===== config.mk =====
export PLATFORM = sky130hd
export DESIGN_NAME = ptsc_mul
export DESIGN_NICKNAME = d
export VERILOG_FILES = /design/src/rtl/ptsc_pkg.sv /design/src/rtl/ptsc_mul.sv
export SDC_FILE = /design/constraint.sdc
export NUM_CORES = 2
export LEC_CHECK = 0
export BUFFER_PORTS_ARGS = -buffer_cell sky130_fd_sc_hd__buf_2
export CAP_MARGIN = 25
export CORE_ASPECT_RATIO = 1.2
export CORE_UTILIZATION = 40
export CTS_BUF_LIST = sky130_fd_sc_hd__clkbuf_8 sky130_fd_sc_hd__clkbuf_16
export DETAILED_ROUTE_END_ITERATION = 7
export SLEW_MARGIN = 20
export SYNTH_ARGS = -nofsm -noshare
export SYNTH_HDL_FRONTEND = slang
export SYNTH_SLANG_ARGS = --single-unit

===== constraint.sdc =====
create_clock -name clk_i -period 11.1 [get_ports clk_i]
set_clock_uncertainty 0.05 [all_clocks]
set_input_delay 1.11 -clock clk_i [delete_from_list [all_inputs] [get_ports clk_i]]
set_output_delay 1.11 -clock clk_i [all_outputs]
set_load 0.02 [all_outputs]

===== src/rtl/ptsc_pkg.sv =====
`timescale 1ns / 1ps
// ----------------------------------------------------------------------------
// ptsc_pkg
// Shared types, constants and helpers of the path tracking steer controller.
// ----------------------------------------------------------------------------
package ptsc_pkg;

  localparam int unsigned MaxPathPointsDef = 1024;
  localparam int unsigned CordicStagesDef  = 16;

  localparam int unsigned AtanIdxW = 5;
  localparam int unsigned CfgIdxW  = 3;
  localparam int unsigned CfgDataW = 16;
  localparam int unsigned MulW     = 34;
  localparam int unsigned ProdW    = 68;
  localparam int unsigned CordW    = 36;
  localparam int unsigned AngZW    = 34;

  localparam logic [MulW-1:0]  RadToBam      = 34'd683565276;
  localparam logic [CordW-1:0] CordicGainInv = 36'd652032874;

  localparam logic [10:0] PathLengthRst = 11'd2;
  localparam logic [15:0] GainCrossRst  = 16'd256;
  localparam logic [15:0] GainHeadRst   = 16'd256;
  localparam logic [15:0] SpeedRst      = 16'd768;
  localparam logic [15:0] TimeStepRst   = 16'd1638;
  localparam logic [15:0] InvWheelRst   = 16'd64;

  typedef enum logic [1:0] {
    OP_LOAD  = 2'd0,
    OP_START = 2'd1,
    OP_STEP  = 2'd2,
    OP_NONE  = 2'd3
  } op_e;

  typedef enum logic [CfgIdxW-1:0] {
    CFG_PATH_LENGTH = 3'd0,
    CFG_GAIN_CROSS  = 3'd1,
    CFG_GAIN_HEAD   = 3'd2,
    CFG_SPEED       = 3'd3,
    CFG_TIME_STEP   = 3'd4,
    CFG_INV_WHEEL   = 3'd5
  } cfg_idx_e;

  typedef enum logic {
    CORDIC_VECTOR = 1'b0,
    CORDIC_ROTATE = 1'b1
  } cordic_mode_e;

  typedef struct packed {
    logic         start;
    cordic_mode_e mode;
    logic [32:0]  vec_y;
    logic [32:0]  vec_x;
    logic [15:0]  angle;
  } cordic_req_t;

  typedef struct packed {
    logic        done;
    logic [15:0] angle;
    logic [31:0] cos_v;
    logic [31:0] sin_v;
  } cordic_rsp_t;

  // arctangent of 2^-i as a 32-bit binary angle
  function automatic logic [31:0] atan_entry(input logic [AtanIdxW-1:0] idx);
    logic [31:0] r;
    case (idx)
      5'd0:  r = 32'd536870912;
      5'd1:  r = 32'd316933406;
      5'd2:  r = 32'd167458907;
      5'd3:  r = 32'd85004756;
      5'd4:  r = 32'd42667331;
      5'd5:  r = 32'd21354465;
      5'd6:  r = 32'd10679838;
      5'd7:  r = 32'd5340245;
      5'd8:  r = 32'd2670163;
      5'd9:  r = 32'd1335087;
      5'd10: r = 32'd667544;
      5'd11: r = 32'd333772;
      5'd12: r = 32'd166886;
      5'd13: r = 32'd83443;
      5'd14: r = 32'd41722;
      5'd15: r = 32'd20861;
      5'd16: r = 32'd10430;
      5'd17: r = 32'd5215;
      5'd18: r = 32'd2608;
      5'd19: r = 32'd1304;
      5'd20: r = 32'd652;
      5'd21: r = 32'd326;
      5'd22: r = 32'd163;
      5'd23: r = 32'd81;
      default: r = 32'd0;
    endcase
    return r;
  endfunction

  function automatic logic [31:0] sat32(input logic signed [65:0] v);
    logic [31:0] r;
    if (v > 66'sd2147483647) begin
      r = 32'h7fff_ffff;
    end else if (v < -66'sd2147483648) begin
      r = 32'h8000_0000;
    end else begin
      r = v[31:0];
    end
    return r;
  endfunction

endpackage


===== src/rtl/ptsc_mul.sv =====
`timescale 1ns / 1ps
// ----------------------------------------------------------------------------
// ptsc_mul
// Shared signed multiplier with registered product.
// ----------------------------------------------------------------------------
module ptsc_mul (
  input  logic                                 clk_i,
  input  logic signed [ptsc_pkg::MulW-1:0]     a_i,
  input  logic signed [ptsc_pkg::MulW-1:0]     b_i,
  output logic        [ptsc_pkg::ProdW-1:0]    prod_o
);

  logic signed [ptsc_pkg::ProdW-1:0] prod_q;

  always_ff @(posedge clk_i) begin
    prod_q <= a_i * b_i;
  end

  assign prod_o = prod_q;

endmodule


Yosys cells after proc, flatten, opt, wreduce, memory -nomap -nowiden --
Index checks and enable logic that the tools add are counted. W data, S select, Z words.
Cells by class: multipliers 1
Operators by type and width (number):
- $mul A34 B34 Y68 | 1
Storage, ports and cells: register bits 68, logic and storage cells 2, output and inout port bits 68

Logic depth before layout (Yosys ltp) --
word-level depth 1, gate-level depth with buffers 31, depth with buffers taken out 29

Least setup slack after synthesis --
OpenSTA, ideal clock, no wires.
path kind input to register, from input a_i[33] (netlist name), to register prod_q (netlist bit prod_o[65]), slack 2.450 ns, data arrival time 8.528 ns, path buffers 2, cell stages on the path 24, data required time 10.978 ns, cells stage by stage clkbuf_1 > nand2_1 > inv_1 > fa_1 > fa_1 > fa_1 > fa_1 > inv_1 > fa_1 > fa_1 > fa_1 > fa_1 > inv_1 > ha_1 > clkdlybuf4s50_2 > nand3_1 > or2_2 > nor2_1 > a221oi_1 > o21ai_0 > a31oi_2 > nor2_2 > o41ai_2 > xnor2_1
Between the ends: longest elaborated chain between the ends 1
Ends and longest elaborated chain:
- from (decl) | RTL line ptsc_mul.sv:8 | input logic signed [ptsc_pkg::MulW-1:0] a_i,
- $mul A34 B34 Y68 | RTL line ptsc_mul.sv:16 | prod_q <= a_i * b_i;
- to (signal assigned) | RTL line ptsc_mul.sv:16
- to (decl) | RTL line ptsc_mul.sv:13 | logic signed [ptsc_pkg::ProdW-1:0] prod_q;
No other way between the ends.

Worst setup path in the final report --
from input b_i[11] (netlist name), to register prod_q (netlist bit prod_o[61])
Between the ends: longest elaborated chain between the ends 1
Ends and longest elaborated chain:
- from (decl) | RTL line ptsc_mul.sv:9 | input logic signed [ptsc_pkg::MulW-1:0] b_i,
- $mul A34 B34 Y68 | RTL line ptsc_mul.sv:16
No other way between the ends.

==> out/qor.txt <==
WORST SETUP PATH
----------------------------------------------------------------------------------------
Worst setup EP type .......................................................         flop
Startpoint Class ..........................................................   input port
Crit path arrival time ....................................................      9.39 ns
Maximum fanout count along the critical path ..............................           24
Buffers plus inverters on the worst setup path ............................            6
Family of cells with the greatest summed delay on the critical path .......  adder cells
Crit-path slowest cell .................................................... sky130_fd_sc_hd__fa_1
Crit-path most repeated cell .............................................. sky130_fd_sc_hd__fa_1
Total number of cells along the worst setup path ..........................           26
Type of the setup path with the least slack ............................... input port to flop
Timing startpoint of the critical path ....................................      b_i[11]
Critical path's largest stage delay .......................................      0.64 ns
Worst EP required .........................................................     11.34 ns

CLOCK NETWORK
----------------------------------------------------------------------------------------
Total clock buffers created by CTS ........................................            9
Clk sink count ............................................................           68
Post-cts sizing count .....................................................            0
Number of buffers added for setup after CTS ...............................            0
TritonCTS clock tree ......................................................        built
CTS Buffer Depth ..........................................................            2
Number of H-tree levels ...................................................            3
# hold bufs at CTS ........................................................            0
Clock slew at the register clock pins of the worst setup and hold paths ...      0.08 ns
Root buffer cell .......................................................... sky130_fd_sc_hd__clkbuf_16

GLOBAL ROUTING
----------------------------------------------------------------------------------------
GRT Residual Overflow .....................................................            0
Vias in the first global route ............................................        33700
Antenna violations before repair ..........................................           14
Global-route wire length before repair ....................................       193 mm
Largest net degree at the start of global routing .........................           35
Total track usage .........................................................        23.4%

SYNTH
----------------------------------------------------------------------------------------
Yosys warnings ............................................................            0
Sequential cell area fraction in the yosys report .........................        3.16%
Ys flop type .............................................................. sky130_fd_sc_hd__dfxtp_1
Avg Inst Size Synth .......................................................   9.45 sq um
Post-Synthesis Net Count ..................................................         6068
Share of async-settable or async-resettable flops after synthesis .........           0%
Largest area contributor in the netlist ................................... sky130_fd_sc_hd__fa_1
Synthesized-area fraction occupied by ao, oa, aoi and oai cells ...........        3.35%
Parity-gate share of the synthesized area counting xor and xnor cells .....        1.61%
Share of cell area taken by muxes after synthesis .........................           0%
Largest family of logic cells by synthesized area .........................  adder cells
Simple-gate share of the synthesized area .................................        15.4%
Count of different cell masters after synthesis ...........................           69
Synthesized instance count ................................................         4554
Biggest area contributors in the synthesized netlist ...................... sky130_fd_sc_hd__fa_1, sky130_fd_sc_hd__inv_1, sky130_fd_sc_hd__and2_1
Adder and majority gate portion of the synthesized area ...................        63.7%
Yosys top cell area share .................................................        57.7%
Yosys reg bits ............................................................           68
Count of flip-flops with a built-in enable after synthesis ................            0
Cell area after synthesis .................................................  43000 sq um

FLOORPLANNING
----------------------------------------------------------------------------------------
Width of the die ..........................................................       301 um
Area of the die ........................................................... 109000 sq um
Starting density of the core ..............................................        40.4%
Cell row count ............................................................          131
Top-level port count ......................................................          137
Placeable core region ..................................................... 107000 sq um
Vert. Die Dim .............................................................       361 um

DETAILED ROUTING
----------------------------------------------------------------------------------------
Per-cell routed wire length ...............................................      20.1 um
Post-detailed-route DRC marker count ......................................           56
Wire length after detailed routing ........................................       119 mm
Via count normalized by instance count ....................................         4.98
Number of search-and-repair iterations in the first detailed-routing pass .            7
Detail Route Antenna Nets .................................................            0
DR iter-0 viols ...........................................................         1430
Overall via count from detail_route .......................................        29500

WORST HOLD PATH
----------------------------------------------------------------------------------------
Worst hold path type ...................................................... input port to flop
Cell depth of the worst hold path .........................................            2
Hold Crit Start ...........................................................       b_i[0]

RUN
----------------------------------------------------------------------------------------
Max_cap viols .............................................................            0

FINISH
----------------------------------------------------------------------------------------
Post-route insts no fill ..................................................         5922
Number of flip-flops in the largest register ..............................           68
Net count of the finished layout ..........................................         6031
Final Instance Area .......................................................  45200 sq um
Area overhead of the layout relative to synthesis .........................        5.09%
Post-layout util ..........................................................        42.4%
Share of final-layout standard cells stronger than drive strength 1 .......        5.06%
Total of fill cells in the finished design ................................        10500

PLACEMENT
----------------------------------------------------------------------------------------
Detailed placer's ending HPWL .............................................      97.0 mm
RePlAce Congestion ........................................................        0.933
Number of buffer cells added on primary ports .............................          136
Placed cells ..............................................................         5901
Placed Area ...............................................................  44900 sq um

TIMING
----------------------------------------------------------------------------------------
Slew margin rel. ..........................................................        31.3%
Final count of hold timing violations .....................................            0
Total negative setup slack ................................................         0 ns
Setup violations, final ...................................................            0
Setup repair after global routing missed its margin .......................           no
Pin slew with the least headroom to its limit .............................      1.03 ns
Final-report max-slew violation count .....................................            0
Final Critical Period .....................................................      9.14 ns
Top achievable clock speed ................................................      109 MHz
Post-route fraction of the period consumed by the critical path ...........        82.4%

OUTCOME
----------------------------------------------------------------------------------------
Violated checks ........................................................... design-rule violations
Result of the run ......................................................... finished, violations left

-- cells by family after synthesis --
kind of cell | Yosys count
compound gates | 206
buf+inv | 1460
simple gates | 1296
flops | 68
fa+ha+maj | 1445
xor+xnor | 79
-- cells in the final DEF, fill, tap and decap left out, drive strengths merged, types with 3 or more instances in the layout --
cell type,netlist,routed
a21oi,63,63
nor3,5,5
dfxtp,68,68
or2,4,4
nand2,542,542
nand2b,20,20
nand3,11,11
a221oi,4,4
a211o,3,3
and3,8,8
clkbuf,217,9
o21ai,41,41
a21o,37,37
nor2,56,56
buf,9,180
ha,204,204
o41ai,6,6
a211oi,7,7
xnor2,56,56
diode,0,4
nand4,11,11
fa,1241,1241
and2,623,623
o21bai,12,12
a31oi,10,10
inv,1231,1235
nor2b,9,9
o211ai,3,3
o21a,4,4
xor2,23,23
-- cell usage after synthesis, drive strengths merged, types with 2 or more instances --
library cell	n
a311oi	2
inv	1231
a221oi	4
a31oi	10
a211oi	7
clkbuf	217
and4	2
a21oi	63
o41ai	6
or2	4
o31ai	2
and2	623
nand2b	20
o221ai	2
nand4	11
nor3	5
dfxtp	68
a21bo	2
fa	1241
ha	204
a211o	3
nor2	56
o21a	4
or3	2
nor2b	9
and3	8
o211ai	3
a21o	37
nand3	11
o21bai	12
xnor2	56
xor2	23
a2111o	2
buf	9
o21ai	41
nand2	542
-- routing by layer --
metal,up-vias,routed length (um),global-route usage (%)
li1,12700,-,-
met1,15700,45700,28.0
met2,812,62800,42.3
met3,247,5280,2.85
met4,12,5260,9.39
met5,-,80,0
-- stage by stage --
stage	setup WS, ns	hold slack (ns)
after floorplan	2.45	1.19
after global placement	1.62	1.48
after detailed placement	1.48	1.47
after CTS	1.92	1.26
after global routing	1.68	1.27
final	1.96	1.27
-- path summary, 6_finish.rpt --
check               endpoint  slack [ns]
hold / removal     prod_o[0]        1.27
setup / recovery  prod_o[61]        1.96
-- cell type report --
type,instances,area (sq um),area share [%]
sequential,68,1360,3.01
clock buffer,9,225,0.498
clock inverter,7,82.6,0.183
tap,1396,1750,3.86
antenna,4,10.0,0.0221
multi-input combinational,3026,36100,79.9
inverter,1232,4620,10.2
timing repair buffer,180,1020,2.25
Power is left out: the tool's default activity adds up to more than one toggle a clock period on the data nets, which glitch-free logic cannot reach.
